==> src/sv/plk_pkg.sv <==
package plk_pkg;

  localparam int TABLE_DEPTH = 64;
  localparam int FRAC_BITS   = 16;
  localparam int IDX_W       = $clog2(TABLE_DEPTH);
  localparam int DATA_W      = 32;
  localparam int CNT_W       = 7;
  localparam int IDX_IN_W    = 6;
  localparam int DIFF_W      = DATA_W + 1;
  localparam int ACC_W       = DIFF_W + FRAC_BITS;
  localparam int STEP_W      = $clog2(FRAC_BITS);

  // The sentinel is compared at 64 bits so that it never aliases a 32-bit x.
  localparam longint SENTINEL_X = -64'sd999 * (64'sd1 <<< FRAC_BITS);
  localparam logic [DATA_W-1:0] ONE_FIXED = DATA_W'(64'sd1 <<< FRAC_BITS);

  typedef enum logic {
    OP_WRITE = 1'b0,
    OP_QUERY = 1'b1
  } op_t;

  typedef enum logic [2:0] {
    REG_LOW    = 3'd0,
    REG_HIGH   = 3'd1,
    REG_EXACT  = 3'd2,
    REG_INTERP = 3'd3,
    REG_SENT   = 3'd4
  } region_t;

  typedef enum logic {
    AR_DIV = 1'b0,
    AR_MUL = 1'b1
  } arith_mode_t;

  typedef struct packed {
    logic        start;
    arith_mode_t mode;
  } arith_req_t;

  typedef enum logic [2:0] {
    ST_IDLE = 3'd0,
    ST_SCAN = 3'd1,
    ST_PREP = 3'd2,
    ST_DIV  = 3'd3,
    ST_MUL  = 3'd4,
    ST_FIN  = 3'd5
  } state_t;

endpackage

==> src/sv/plk_in_if.sv <==
interface plk_in_if;
  logic                                valid;
  logic                                ready;
  plk_pkg::op_t                        op;
  logic [plk_pkg::IDX_IN_W-1:0]        entry_index;
  logic signed [plk_pkg::DATA_W-1:0]   x_value;
  logic signed [plk_pkg::DATA_W-1:0]   y_value;

  modport source (output valid, output op, output entry_index, output x_value,
                  output y_value, input ready);
  modport sink (input valid, input op, input entry_index, input x_value,
                input y_value, output ready);
endinterface

==> src/sv/plk_out_if.sv <==
interface plk_out_if;
  logic                                valid;
  logic                                ready;
  logic signed [plk_pkg::DATA_W-1:0]   y_result;
  plk_pkg::region_t                    region;

  modport source (output valid, output y_result, output region, input ready);
  modport sink (input valid, input y_result, input region, output ready);
endinterface

==> src/sv/plk_table.sv <==
module plk_table (
  input  logic                         clk,
  input  logic                         wr_en,
  input  logic [plk_pkg::IDX_W-1:0]    wr_addr,
  input  logic [plk_pkg::DATA_W-1:0]   wr_x,
  input  logic [plk_pkg::DATA_W-1:0]   wr_y,
  input  logic [plk_pkg::IDX_W-1:0]    rd_addr,
  output logic [plk_pkg::DATA_W-1:0]   rd_x,
  output logic [plk_pkg::DATA_W-1:0]   rd_y
);

  logic [2*plk_pkg::DATA_W-1:0] mem_r [plk_pkg::TABLE_DEPTH];
  logic [2*plk_pkg::DATA_W-1:0] rd_q_r;

  always_ff @(posedge clk) begin
    if (wr_en) begin
      mem_r[wr_addr] <= {wr_x, wr_y};
    end
    rd_q_r <= mem_r[rd_addr];
  end

  assign rd_x = rd_q_r[2*plk_pkg::DATA_W-1:plk_pkg::DATA_W];
  assign rd_y = rd_q_r[plk_pkg::DATA_W-1:0];

endmodule

==> src/sv/plk_arith.sv <==
module plk_arith (
  input  logic                                clk,
  input  logic                                rst_n,
  input  plk_pkg::arith_req_t                 req,
  input  logic [plk_pkg::DIFF_W-1:0]          div_num,
  input  logic [plk_pkg::DIFF_W-1:0]          div_den,
  input  logic [plk_pkg::FRAC_BITS-1:0]       mul_f,
  input  logic signed [plk_pkg::DIFF_W-1:0]   mul_dy,
  output logic                                done,
  output logic [plk_pkg::FRAC_BITS-1:0]       quot,
  output logic signed [plk_pkg::ACC_W-1:0]    prod
);

  localparam int AW = plk_pkg::ACC_W;
  localparam int BW = plk_pkg::DIFF_W;
  localparam int FW = plk_pkg::FRAC_BITS;

  logic                         busy_r, busy_nxt;
  logic                         done_r, done_nxt;
  logic [plk_pkg::STEP_W-1:0]   cnt_r, cnt_nxt;
  plk_pkg::arith_mode_t         mode_r, mode_nxt;
  logic [AW-1:0]                acc_r, acc_nxt;
  logic [BW-1:0]                b_r, b_nxt;
  logic [FW-1:0]                sh_r, sh_nxt;

  logic [AW-1:0] a_sh;
  logic [AW-1:0] b_ext;
  logic [AW-1:0] sum;
  logic          sub;
  logic          take;

  // One shared adder: trial subtract for a divide step, add for a multiply step.
  always_comb begin
    a_sh = {acc_r[AW-2:0], 1'b0};
    sub  = (mode_r == plk_pkg::AR_DIV);
    if (sub) begin
      b_ext = {{(AW-BW){1'b0}}, b_r};
    end else if (sh_r[FW-1]) begin
      b_ext = {{(AW-BW){b_r[BW-1]}}, b_r};
    end else begin
      b_ext = '0;
    end
    sum  = a_sh + (sub ? ~b_ext : b_ext) + AW'(sub);
    take = ~sum[AW-1];
  end

  always_comb begin
    busy_nxt = busy_r;
    done_nxt = 1'b0;
    cnt_nxt  = cnt_r;
    mode_nxt = mode_r;
    acc_nxt  = acc_r;
    b_nxt    = b_r;
    sh_nxt   = sh_r;
    if (req.start) begin
      busy_nxt = 1'b1;
      cnt_nxt  = plk_pkg::STEP_W'(FW - 1);
      mode_nxt = req.mode;
      if (req.mode == plk_pkg::AR_DIV) begin
        acc_nxt = {{(AW-BW){1'b0}}, div_num};
        b_nxt   = div_den;
        sh_nxt  = '0;
      end else begin
        acc_nxt = '0;
        b_nxt   = mul_dy;
        sh_nxt  = mul_f;
      end
    end else if (busy_r) begin
      if (mode_r == plk_pkg::AR_DIV) begin
        acc_nxt = take ? sum : a_sh;
        sh_nxt  = {sh_r[FW-2:0], take};
      end else begin
        acc_nxt = sum;
        sh_nxt  = {sh_r[FW-2:0], 1'b0};
      end
      if (cnt_r == '0) begin
        busy_nxt = 1'b0;
        done_nxt = 1'b1;
      end else begin
        cnt_nxt = cnt_r - 1'b1;
      end
    end
  end

  always_ff @(posedge clk) begin
    if (!rst_n) begin
      busy_r <= 1'b0;
      done_r <= 1'b0;
      cnt_r  <= '0;
      mode_r <= plk_pkg::AR_DIV;
    end else begin
      busy_r <= busy_nxt;
      done_r <= done_nxt;
      cnt_r  <= cnt_nxt;
      mode_r <= mode_nxt;
    end
  end

  always_ff @(posedge clk) begin
    acc_r <= acc_nxt;
    b_r   <= b_nxt;
    sh_r  <= sh_nxt;
  end

  assign done = done_r;
  assign quot = sh_r;
  assign prod = $signed(acc_r);

endmodule

==> src/sv/piecewise_linear_lookup_top.sv <==
// Piecewise linear lookup over a table of up to 64 signed Q16.16 (x, y)
// breakpoints. A write request stores one pair; the block is ready again on
// the next cycle. A query request is worked on alone: the table is scanned
// one entry per cycle through its single read port. A low clamp is answered
// once the first entry is checked; a high clamp, an exact answer or an
// interpolation waits until all entries in use are checked. An interpolated
// answer then has one shared 49-bit adder run 16 restoring divide steps for
// the segment fraction followed by 16 shift-add steps for the multiply. The
// sentinel x of -999.0 answers 1.0 without a scan. A finished result waits in
// the output register while further writes are taken. The entry count
// register is written through cfg_we and cfg_wdata; the user must write it
// only while the block is idle, as the block itself does not enforce this.
// Zero acts as one and values above 64 act as 64. Reading an entry that was
// never written gives an unspecified result.
module piecewise_linear_lookup_top (
  input  logic                          clk,
  input  logic                          rst_n,
  input  logic                          cfg_we,
  input  logic [plk_pkg::CNT_W-1:0]     cfg_wdata,
  plk_in_if.sink                        in_req,
  plk_out_if.source                     out_rsp
);

  localparam int DW = plk_pkg::DATA_W;
  localparam int IW = plk_pkg::IDX_W;
  localparam int FW = plk_pkg::FRAC_BITS;

  plk_pkg::state_t              state_r, state_nxt;
  logic [plk_pkg::CNT_W-1:0]    entry_count_r, entry_count_nxt;
  logic [IW-1:0]                last_r, last_nxt;
  logic [IW-1:0]                rd_idx_r, rd_idx_nxt;
  logic                         iss_done_r, iss_done_nxt;
  logic                         chk_v_r, chk_v_nxt;
  logic [IW-1:0]                chk_idx_r, chk_idx_nxt;
  logic                         match_r, match_nxt;
  logic                         seg_r, seg_nxt;
  logic                         out_valid_r, out_valid_nxt;

  logic signed [DW-1:0]         qx_r, qx_nxt;
  logic signed [DW-1:0]         match_y_r, match_y_nxt;
  logic signed [DW-1:0]         prev_x_r, prev_x_nxt;
  logic signed [DW-1:0]         prev_y_r, prev_y_nxt;
  logic signed [DW-1:0]         xl_r, xl_nxt;
  logic signed [DW-1:0]         yl_r, yl_nxt;
  logic signed [DW-1:0]         xh_r, xh_nxt;
  logic signed [DW-1:0]         yh_r, yh_nxt;
  logic signed [DW:0]           dy_r, dy_nxt;
  logic signed [DW-1:0]         res_y_r, res_y_nxt;
  plk_pkg::region_t             res_region_r, res_region_nxt;
  logic signed [DW-1:0]         out_y_r, out_y_nxt;
  plk_pkg::region_t             out_region_r, out_region_nxt;

  logic                         in_acc;
  logic                         wr_en;
  logic [IW-1:0]                last_calc;
  logic [DW-1:0]                rd_x, rd_y;
  logic signed [DW-1:0]         scan_x, scan_y;
  logic signed [DW:0]           dx, diff, dy;

  plk_pkg::arith_req_t          arith_req;
  logic                         arith_done;
  logic [FW-1:0]                arith_quot;
  logic signed [plk_pkg::ACC_W-1:0] arith_prod;

  assign in_req.ready = (state_r == plk_pkg::ST_IDLE);
  assign in_acc       = in_req.valid && in_req.ready;
  assign wr_en        = in_acc && (in_req.op == plk_pkg::OP_WRITE) &&
                        (32'(in_req.entry_index) < plk_pkg::TABLE_DEPTH);

  assign scan_x = $signed(rd_x);
  assign scan_y = $signed(rd_y);
  assign dx     = {xh_r[DW-1], xh_r} - {xl_r[DW-1], xl_r};
  assign diff   = {qx_r[DW-1], qx_r} - {xl_r[DW-1], xl_r};
  assign dy     = {yh_r[DW-1], yh_r} - {yl_r[DW-1], yl_r};

  always_comb begin
    if (entry_count_r == '0) begin
      last_calc = '0;
    end else if (32'(entry_count_r) > plk_pkg::TABLE_DEPTH) begin
      last_calc = IW'(plk_pkg::TABLE_DEPTH - 1);
    end else begin
      last_calc = IW'(entry_count_r - 1'b1);
    end
  end

  plk_table u_table (
    .clk     (clk),
    .wr_en   (wr_en),
    .wr_addr (IW'(in_req.entry_index)),
    .wr_x    (in_req.x_value),
    .wr_y    (in_req.y_value),
    .rd_addr (rd_idx_r),
    .rd_x    (rd_x),
    .rd_y    (rd_y)
  );

  plk_arith u_arith (
    .clk     (clk),
    .rst_n   (rst_n),
    .req     (arith_req),
    .div_num (diff),
    .div_den (dx),
    .mul_f   (arith_quot),
    .mul_dy  (dy_r),
    .done    (arith_done),
    .quot    (arith_quot),
    .prod    (arith_prod)
  );

  always_comb begin
    state_nxt       = state_r;
    entry_count_nxt = cfg_we ? cfg_wdata : entry_count_r;
    last_nxt        = last_r;
    rd_idx_nxt      = rd_idx_r;
    iss_done_nxt    = iss_done_r;
    chk_v_nxt       = 1'b0;
    chk_idx_nxt     = chk_idx_r;
    match_nxt       = match_r;
    seg_nxt         = seg_r;
    qx_nxt          = qx_r;
    match_y_nxt     = match_y_r;
    prev_x_nxt      = prev_x_r;
    prev_y_nxt      = prev_y_r;
    xl_nxt          = xl_r;
    yl_nxt          = yl_r;
    xh_nxt          = xh_r;
    yh_nxt          = yh_r;
    dy_nxt          = dy_r;
    res_y_nxt       = res_y_r;
    res_region_nxt  = res_region_r;
    out_y_nxt       = out_y_r;
    out_region_nxt  = out_region_r;
    out_valid_nxt   = out_valid_r && !out_rsp.ready;
    arith_req.start = 1'b0;
    arith_req.mode  = plk_pkg::AR_DIV;

    case (state_r)
      plk_pkg::ST_IDLE: begin
        if (in_acc && (in_req.op == plk_pkg::OP_QUERY)) begin
          qx_nxt = in_req.x_value;
          if (longint'(in_req.x_value) == plk_pkg::SENTINEL_X) begin
            res_y_nxt      = $signed(plk_pkg::ONE_FIXED);
            res_region_nxt = plk_pkg::REG_SENT;
            state_nxt      = plk_pkg::ST_FIN;
          end else begin
            last_nxt     = last_calc;
            rd_idx_nxt   = '0;
            iss_done_nxt = 1'b0;
            match_nxt    = 1'b0;
            seg_nxt      = 1'b0;
            state_nxt    = plk_pkg::ST_SCAN;
          end
        end
      end

      plk_pkg::ST_SCAN: begin
        // An address is issued in the cycle before its entry is checked.
        if (!iss_done_r) begin
          chk_v_nxt   = 1'b1;
          chk_idx_nxt = rd_idx_r;
          if (rd_idx_r == last_r) begin
            iss_done_nxt = 1'b1;
          end else begin
            rd_idx_nxt = rd_idx_r + 1'b1;
          end
        end
        if (chk_v_r) begin
          prev_x_nxt = scan_x;
          prev_y_nxt = scan_y;
          if (!match_r && (qx_r == scan_x)) begin
            match_nxt   = 1'b1;
            match_y_nxt = scan_y;
          end
          // The segment is the first entry above x, paired with the one before it.
          if ((chk_idx_r != '0) && !seg_r && (qx_r < scan_x)) begin
            seg_nxt = 1'b1;
            xl_nxt  = prev_x_r;
            yl_nxt  = prev_y_r;
            xh_nxt  = scan_x;
            yh_nxt  = scan_y;
          end
          if ((chk_idx_r == '0) && (qx_r <= scan_x)) begin
            res_y_nxt      = scan_y;
            res_region_nxt = plk_pkg::REG_LOW;
            state_nxt      = plk_pkg::ST_FIN;
          end else if (chk_idx_r == last_r) begin
            if (qx_r >= scan_x) begin
              res_y_nxt      = scan_y;
              res_region_nxt = plk_pkg::REG_HIGH;
              state_nxt      = plk_pkg::ST_FIN;
            end else if (match_nxt) begin
              res_y_nxt      = match_y_nxt;
              res_region_nxt = plk_pkg::REG_EXACT;
              state_nxt      = plk_pkg::ST_FIN;
            end else begin
              state_nxt = plk_pkg::ST_PREP;
            end
          end
        end
      end

      plk_pkg::ST_PREP: begin
        res_region_nxt = plk_pkg::REG_INTERP;
        dy_nxt         = dy;
        // The fraction saturates at zero and one, so only the open interval divides.
        if (dx[DW] || (dx == '0) || diff[DW] || (diff == '0)) begin
          res_y_nxt = yl_r;
          state_nxt = plk_pkg::ST_FIN;
        end else if (diff >= dx) begin
          res_y_nxt = yh_r;
          state_nxt = plk_pkg::ST_FIN;
        end else begin
          arith_req.start = 1'b1;
          arith_req.mode  = plk_pkg::AR_DIV;
          state_nxt       = plk_pkg::ST_DIV;
        end
      end

      plk_pkg::ST_DIV: begin
        if (arith_done) begin
          arith_req.start = 1'b1;
          arith_req.mode  = plk_pkg::AR_MUL;
          state_nxt       = plk_pkg::ST_MUL;
        end
      end

      plk_pkg::ST_MUL: begin
        if (arith_done) begin
          res_y_nxt = yl_r + $signed(arith_prod[FW +: DW]);
          state_nxt = plk_pkg::ST_FIN;
        end
      end

      plk_pkg::ST_FIN: begin
        if (!out_valid_r || out_rsp.ready) begin
          out_valid_nxt  = 1'b1;
          out_y_nxt      = res_y_r;
          out_region_nxt = res_region_r;
          state_nxt      = plk_pkg::ST_IDLE;
        end
      end

      default: begin
        state_nxt = plk_pkg::ST_IDLE;
      end
    endcase
  end

  always_ff @(posedge clk) begin
    if (!rst_n) begin
      state_r       <= plk_pkg::ST_IDLE;
      entry_count_r <= plk_pkg::CNT_W'(1);
      last_r        <= '0;
      rd_idx_r      <= '0;
      iss_done_r    <= 1'b1;
      chk_v_r       <= 1'b0;
      chk_idx_r     <= '0;
      match_r       <= 1'b0;
      seg_r         <= 1'b0;
      out_valid_r   <= 1'b0;
    end else begin
      state_r       <= state_nxt;
      entry_count_r <= entry_count_nxt;
      last_r        <= last_nxt;
      rd_idx_r      <= rd_idx_nxt;
      iss_done_r    <= iss_done_nxt;
      chk_v_r       <= chk_v_nxt;
      chk_idx_r     <= chk_idx_nxt;
      match_r       <= match_nxt;
      seg_r         <= seg_nxt;
      out_valid_r   <= out_valid_nxt;
    end
  end

  always_ff @(posedge clk) begin
    qx_r         <= qx_nxt;
    match_y_r    <= match_y_nxt;
    prev_x_r     <= prev_x_nxt;
    prev_y_r     <= prev_y_nxt;
    xl_r         <= xl_nxt;
    yl_r         <= yl_nxt;
    xh_r         <= xh_nxt;
    yh_r         <= yh_nxt;
    dy_r         <= dy_nxt;
    res_y_r      <= res_y_nxt;
    res_region_r <= res_region_nxt;
    out_y_r      <= out_y_nxt;
    out_region_r <= out_region_nxt;
  end

  assign out_rsp.valid    = out_valid_r;
  assign out_rsp.y_result = out_y_r;
  assign out_rsp.region   = out_region_r;

endmodule

==> src/flat_wrapper.sv <==
// flat-port wrapper written by rule: the top's interface ports become plain ports
module piecewise_linear_lookup_top_flat 
  (clk, rst_n, cfg_we, cfg_wdata, in_req_valid, in_req_op, in_req_entry_index, in_req_x_value, in_req_y_value, in_req_ready, out_rsp_valid, out_rsp_y_result, out_rsp_region, out_rsp_ready);
  plk_in_if in_req_i ();
  plk_out_if out_rsp_i ();
  input  logic clk;
  input  logic rst_n;
  input  logic cfg_we;
  input  logic [plk_pkg::CNT_W-1:0] cfg_wdata;
  input wire logic [$bits(in_req_i.valid)-1:0] in_req_valid;
  input wire logic [$bits(in_req_i.op)-1:0] in_req_op;
  input wire logic [$bits(in_req_i.entry_index)-1:0] in_req_entry_index;
  input wire logic [$bits(in_req_i.x_value)-1:0] in_req_x_value;
  input wire logic [$bits(in_req_i.y_value)-1:0] in_req_y_value;
  output wire logic [$bits(in_req_i.ready)-1:0] in_req_ready;
  output wire logic [$bits(out_rsp_i.valid)-1:0] out_rsp_valid;
  output wire logic [$bits(out_rsp_i.y_result)-1:0] out_rsp_y_result;
  output wire logic [$bits(out_rsp_i.region)-1:0] out_rsp_region;
  input wire logic [$bits(out_rsp_i.ready)-1:0] out_rsp_ready;
  assign in_req_i.valid = in_req_valid;
  assign in_req_i.op = in_req_op;
  assign in_req_i.entry_index = in_req_entry_index;
  assign in_req_i.x_value = in_req_x_value;
  assign in_req_i.y_value = in_req_y_value;
  assign in_req_ready = in_req_i.ready;
  assign out_rsp_valid = out_rsp_i.valid;
  assign out_rsp_y_result = out_rsp_i.y_result;
  assign out_rsp_region = out_rsp_i.region;
  assign out_rsp_i.ready = out_rsp_ready;
  piecewise_linear_lookup_top u_core (.clk(clk), .rst_n(rst_n), .cfg_we(cfg_we), .cfg_wdata(cfg_wdata), .in_req(in_req_i), .out_rsp(out_rsp_i));
endmodule
==> config.mk <==
export PLATFORM = sky130hd
export DESIGN_NAME = piecewise_linear_lookup_top_flat
export DESIGN_NICKNAME = d
export VERILOG_FILES = /design/src/sv/plk_pkg.sv /design/src/sv/plk_in_if.sv /design/src/sv/plk_out_if.sv /design/src/sv/plk_table.sv /design/src/sv/plk_arith.sv /design/src/sv/piecewise_linear_lookup_top.sv /design/src/flat_wrapper.sv
export SDC_FILE = /design/constraint.sdc
export NUM_CORES = 2
export LEC_CHECK = 0
export ABC_CLOCK_PERIOD_IN_PS = 12900
export BUFFER_PORTS_ARGS = -buffer_cell sky130_fd_sc_hd__buf_2
export CAP_MARGIN = 20
export CORE_MARGIN = 8
export CORE_UTILIZATION = 46
export DETAILED_ROUTE_END_ITERATION = 10
export PLACE_DENSITY = 0.69
export SLEW_MARGIN = 20
export SYNTH_ARGS = -nofsm -noshare
export SYNTH_HDL_FRONTEND = slang
export SYNTH_SLANG_ARGS = --single-unit
==> constraint.sdc <==
create_clock -name clk -period 12.9 [get_ports clk]
set_input_delay 1.935 -clock clk [delete_from_list [all_inputs] [get_ports clk]]
set_output_delay 1.935 -clock clk [all_outputs]
set_load 0.01 [all_outputs]
==> Word level (Yosys, flattened, before mapping) <==
Memory sizes are Yosys's and may differ from the RTL's. A register that Yosys moved wholly into a read port is not among the register bits.
Cells that the tools add are included.
W data, S select, Z words.
{ "totals": {"reg_bits": 496, "mem_bits_rw": 4096, "wordCells": 203, "n_memories": 1} }
{ "classes": {"addsub": 9, "order_cmp": 5, "n_eq_ne": 24, "n_mux": 82, "bitwise": 8, "n_reduce_logical": 44} }
{ "memory_table": {"columns": ["name", "depth", "word_bits", "read_ports", "rd_ports_with_merged_regs", "write_ports", "line", "rtl"], "rows": [
  ["u_core.u_table.mem_r", 64, 64, 1, 1, 1, "plk_table.sv:12", "logic [2*plk_pkg::DATA_W-1:0] mem_r [plk_pkg::TABLE_DEPTH];"]
]} }
{ "ops": {"columns": ["operator", "count"], "rows": [
  ["$mux W32", 11],
  ["$mux W48", 4],
  ["$mux W49", 3],
  ["$pmux W32 S4", 1],
  ["$sub A32 B32 Y33", 3],
  ["$logic_not A33 Y1", 2],
  ["$mux W33", 2],
  ["$mux W3", 19],
  ["$add A49 B1 Y49", 1],
  ["$add A49 B49 Y49", 1],
  ["$not A49 Y49", 1],
  ["$mux W16", 3],
  ["$mux W6", 6],
  ["$ge A33 B33 Y1", 1],
  ["$add A32 B32 Y32", 1],
  ["$eq A32 B27 Y1 const B", 1],
  ["$eq A32 B32 Y1", 1],
  ["$ge A32 B32 Y1", 1],
  ["$le A32 B32 Y1", 1],
  ["$lt A32 B32 Y1", 1],
  ["$mux W1", 20],
  ["$pmux W3 S6", 1],
  ["$ne A2 B2 Y1 const B", 8],
  ["$reduce_and A2 Y1", 7],
  ["other kinds (35)", 72]
]} }

==> Longest topological paths before layout <==
{ "depth": {"ltp_word": 11, "ltp_mapped": 24} }

==> Hierarchy <==
Synthesis repeated with hierarchy kept, for this count alone.
{ "unflattened": {"hier_cells": 9743, "area_unflattened_um2": 187881.4} }
{ "by_module_without_submodules": {"columns": ["mod", "n_inst", "cells_each", "area_per_inst_um2"], "rows": [
  ["plk_table", 1, 6812, 156888.0],
  ["piecewise_linear_lookup_top", 1, 2140, 23296.1],
  ["plk_arith", 1, 791, 7697.4]
]} }

==> Worst setup path before layout <==
Ideal clock, no wire load.
{ "synth_timing": {"path_kind": "reg-to-reg", "start": "register u_core.state_r[0]", "end": "register u_core.xh_r[0] (enable)", "arrival_ns": 9.025, "required_ns": 12.284, "path_slack_ns": 3.259, "stages_incl_launch_ff": 7, "synth_period_minus_slack_ns": 9.641, "cell_sequence": "dfxtp_1 > nor2b_1 > nor2b_1 > clkbuf_1 > and2_1 > nand3_1 > nor2_1"} }
{ "synth_via": {"elab_chain_len": 2} }
{ "synth_lines": {"columns": ["item", "line", "rtl"], "rows": [
  ["start, declared", "piecewise_linear_lookup_top.sv:28", "plk_pkg::state_t state_r, state_nxt;"],
  ["start signal, assigned", "piecewise_linear_lookup_top.sv:251", "state_r <= plk_pkg::ST_IDLE;"],
  ["start signal, assigned", "piecewise_linear_lookup_top.sv:262", "state_r <= state_nxt;"],
  ["$eq A3 B1 Y1", "piecewise_linear_lookup_top.sv:137", "case (state_r)"],
  ["$reduce_and A3 Y1 (no line)", null, null],
  ["end signal, assigned", "piecewise_linear_lookup_top.sv:282", "xh_r <= xh_nxt;"],
  ["end, declared", "piecewise_linear_lookup_top.sv:45", "logic signed [DW-1:0] xh_r, xh_nxt;"]
]} }
No other way between the ends.
A chain may end at the register's enable or synchronous reset.

==> Worst setup path in the final report <==
{ "layout_timing": {"start": "register u_core.qx_r[0]", "end": "register u_core.u_arith.acc_r[2] (netlist: u_core.u_arith.prod[2]), data pin"} }
{ "layout_via": {"elab_chain_len": 7} }
{ "layout_lines": {"columns": ["item", "line", "rtl"], "rows": [
  ["start, declared", "piecewise_linear_lookup_top.sv:39", "logic signed [DW-1:0] qx_r, qx_nxt;"],
  ["start signal, assigned", "piecewise_linear_lookup_top.sv:276", "qx_r <= qx_nxt;"],
  ["$sub A32 B32 Y33 *", "piecewise_linear_lookup_top.sv:73", "assign diff = {qx_r[DW-1], qx_r} - {xl_r[DW-1], xl_r};"],
  ["parallel branches: the longest is 5 deep, another holds $ge A33 B33 Y1", null, null],
  ["$mux W48 *", "plk_arith.sv:55", "if (req.start) begin"],
  ["net u_core.u_arith.acc_nxt[2]", "plk_arith.sv:22", "logic [AW-1:0] acc_r, acc_nxt;"],
  ["end signal, assigned", "plk_arith.sv:100", "acc_r <= acc_nxt;"],
  ["end, declared", "plk_arith.sv:22", null]
]} }
Mark *: on every way through the listed nets, which the timed path passes.

==> metrics.yaml <==
die-area_um2: 426000
hold_slack_ns: 0.381
wl_per_cell_um: 32.7
design_power_total_mw: 30.6
relSlewSlack: 0.213
die_w_um: 653
drive_above_1_share: 0.259
setup_tns_ns: 0
syn_avg_cell_area_um2: 21.2
dr_total_vias: 94200
ioPinCount: 120
crit_type: "register to register"
setup_slack_ns: 6.33
period_share: 0.509
hold_violations: 0
setup_violations: 0
grt_pass1_wl_um: 693000
required_ns: 13.54
grt_overflow_total: 0
postPlaceCellArea_um2: 195000
synthTopCellsByArea: "edfxtp_1 73%, mux4_2 16%, ha_1 1.6%"
cts_buffers: 440
hold-path-endpoint: "u_core.xl_r[24]"
worst_pin_slew_ns: 1.18
antenna_found_initial: 64
cts_resized: 0
cp-start-kind: "register"
synth_cell_types: 107
final_cell_area_um2: 210000
totalWireLength_um: 491000
outcome: "finished clean"
endpoint_kind: "register"
clk_latency_ns: 1.01
yosys-top-cells-count: "4,552 x edfxtp_1, 1,344 x mux4_2, 256 x clkbuf_1, 247 x nand2_1, 243 x ha_1"
ant_nets: 0
viasPerCell: 6.28
place_congestion: 0.919
ir_drop_mv: 0.124
seqCellArea_um2: 139000
hold_depth: 0
fin_crit_ns: 6.57
fillers: 31000
reg2reg_slack_ns: 6.33
p_per_area_nw_per_um2: 146
preCtsSetupSlack_ns: 6.48
synth_fp_nets: 9116
finalClockSkew_ns: 0.0780
initial_core_util: 0.461
clock-sinks: 4656
synth-edff-count: 4552
r2r-end: "u_core.u_arith.prod[2]"
p_leak_nw: 64.5
drc: 0
rsz0062_at_grt: "no"
hp-start: "u_core.prev_x_r[24]"
reg2reg_depth: 24
ys.flop_type: "edfxtp_1"
die_y_um: 653
synth.most_common_cell: "edfxtp_1"
cts_root_buf: "clkbuf_16"
drv_slew: 0
pwr-share-clk: 0.417
firstDrtPassIters: 5
ys_seq_area_frac: 0.743
power.switching_mw: 6.43
drt-initial-drc-count: 13500
swShare: 0.210
area_growth_pct: 12.3
grt_use_total: 0.225
grt_max_degree: 126
nNetsFinal: 9501
h-tree-depth: 5
ys_ff_latch: 4656
drv_cap: 0
intPower_mw: 24.2
p_comb_frac: 0.036
io_buffer_count: 119
synth_top_area_frac: 0.732
cts_max_path_buffers: 4
synth_warnings: 0
cts_tree: "done"
max_freq_mhz: 152
dp_hpwl_um: 287000
core.rowCount: 234
syn_area_um2: 187000
path_clk_slew_ns: 0.07
syn_inst: 8785
seq_power_share: 0.547
synth_top_area_cell: "edfxtp_1"
coreArea_um2: 405000
critical_path.max_fanout: 84
multi_input_area_um2: 46200
ctsHoldBuffers: 0
grt_pass1_vias: 93200
worstPathArrival_ns: 7.21
reg2reg_from: "u_core.qx_r[0]"
cts_setup_buffers: 0
hp-class: "register to register"
async_reset_ff_frac: 0
-- state kept, by name (all words and copies together) (netlist names), 33 cells and up --
register               cells
u_core.u_table.mem_r    4096
u_core.u_table.rd_q_r     64
u_core.u_arith.prod       48
u_core.dy_r               33
u_core.u_arith.b_r        33
-- worst max-delay path, stage by stage, from the launching register on --
cell      delay, ns
edfxtp_1       0.37
inv_1          0.11
ha_1           0.19
inv_1          0.07
fa_1           0.47
a211oi_4       0.32
o21ai_2        0.13
a31oi_2        0.31
o21ai_1        0.10
o31a_1         0.28
xnor2_1        0.39
inv_1          0.10
ha_1           0.33
a21o_1         0.18
a21o_1         0.18
a21oi_1        0.15
nor2b_1        0.06
o21ai_0        0.16
a21oi_1        0.10
o41ai_1        0.49
a32oi_1        0.28
nand4b_1       0.27
nand2_2        0.11
buf_4          0.77
o22ai_1        0.23
-- cells in the final DEF, fill, tap and decap left out, drive strengths merged, types with 39 or more instances in the layout --
cell type | netlist | routed
a21oi | 220 | 220
buf | 146 | 346
mux2i | 69 | 69
nand3 | 62 | 62
inv | 171 | 182
clkinv | 0 | 204
nor3 | 45 | 45
a21o | 95 | 95
nor2 | 228 | 228
o21ai | 186 | 186
mux2 | 40 | 40
mux4 | 1344 | 1344
dfxtp | 104 | 104
bufinv | 0 | 39
ha | 243 | 243
edfxtp | 4552 | 4552
nand4 | 49 | 49
xnor2 | 85 | 85
nand2b | 40 | 40
nand2 | 248 | 248
clkbuf | 257 | 546
xor2 | 62 | 62
-- power by group through the flow --
stage	sequential, mW	combinational, mW	clock [mW]
after floorplan	17.0	0.577	0
after global placement	17.1	1.08	0
after detailed placement	17.1	1.11	0
after CTS	16.7	1.11	12.9
after global routing	16.7	1.19	13.5
final	16.7	1.12	12.8
-- metal layers --
metal | wire length (µm) | GRT usage | up-vias
met2 | 235000 | 0.364 | 5372
met4 | 17000 | 0.0711 | 36
li1 | - | - | 37800
met1 | 189000 | 0.312 | 50200
met5 | 235 | 0 | -
met3 | 49000 | 0.0431 | 797
-- how the worst max path moves through the flow --
stage                           start                       to  slack [ns]
floorplan           u_core.state_r[0]           u_core.xh_r[0]        3.26
global placement    in_req_x_value[3]       u_core.rd_idx_r[5]        5.55
detailed placement     u_core.qx_r[0]   u_core.u_arith.prod[2]        6.48
CTS                    u_core.qx_r[0]   u_core.u_arith.prod[2]        6.40
global route           u_core.qx_r[0]  u_core.u_arith.prod[18]        6.01
finish                 u_core.qx_r[0]   u_core.u_arith.prod[2]        6.33
-- stage by stage --
step                cells  utilization
floorplan            8785            -
global placement    14100        0.481
detailed placement  14200        0.482
CTS                 15000        0.517
global route        15000        0.517
finish              15000        0.517
-- layout make-up --
| class | count | share of cell area |
|---|---|---|
| antenna | 32 | 0.000382 |
| clock buffer | 546 | 0.0550 |
| clock inverter | 264 | 0.0128 |
| inverter | 171 | 0.00306 |
| multi-input combinational | 3555 | 0.221 |
| sequential | 4656 | 0.662 |
| tap | 5428 | 0.0324 |
| timing repair buffer | 346 | 0.0134 |
-- logic make-up (layout without fill, tap and decap cells) --
kind of cell | after synthesis | count (layout) | share of synthesized area
and+or+nand+nor | 874 | 874 | 0.0232
other | 0 | 32 | 0
xor gates and xnor gates | 147 | 147 | 0.00690
DFF | 4656 | 4656 | 0.743
muxes | 1453 | 1453 | 0.168
buffers and inverters | 574 | 1327 | 0.0119
AOI/OAI and AO/OA | 831 | 831 | 0.0294
adders and majority gates | 250 | 250 | 0.0169
No activity file was read; power rests on OpenSTA's default activity.
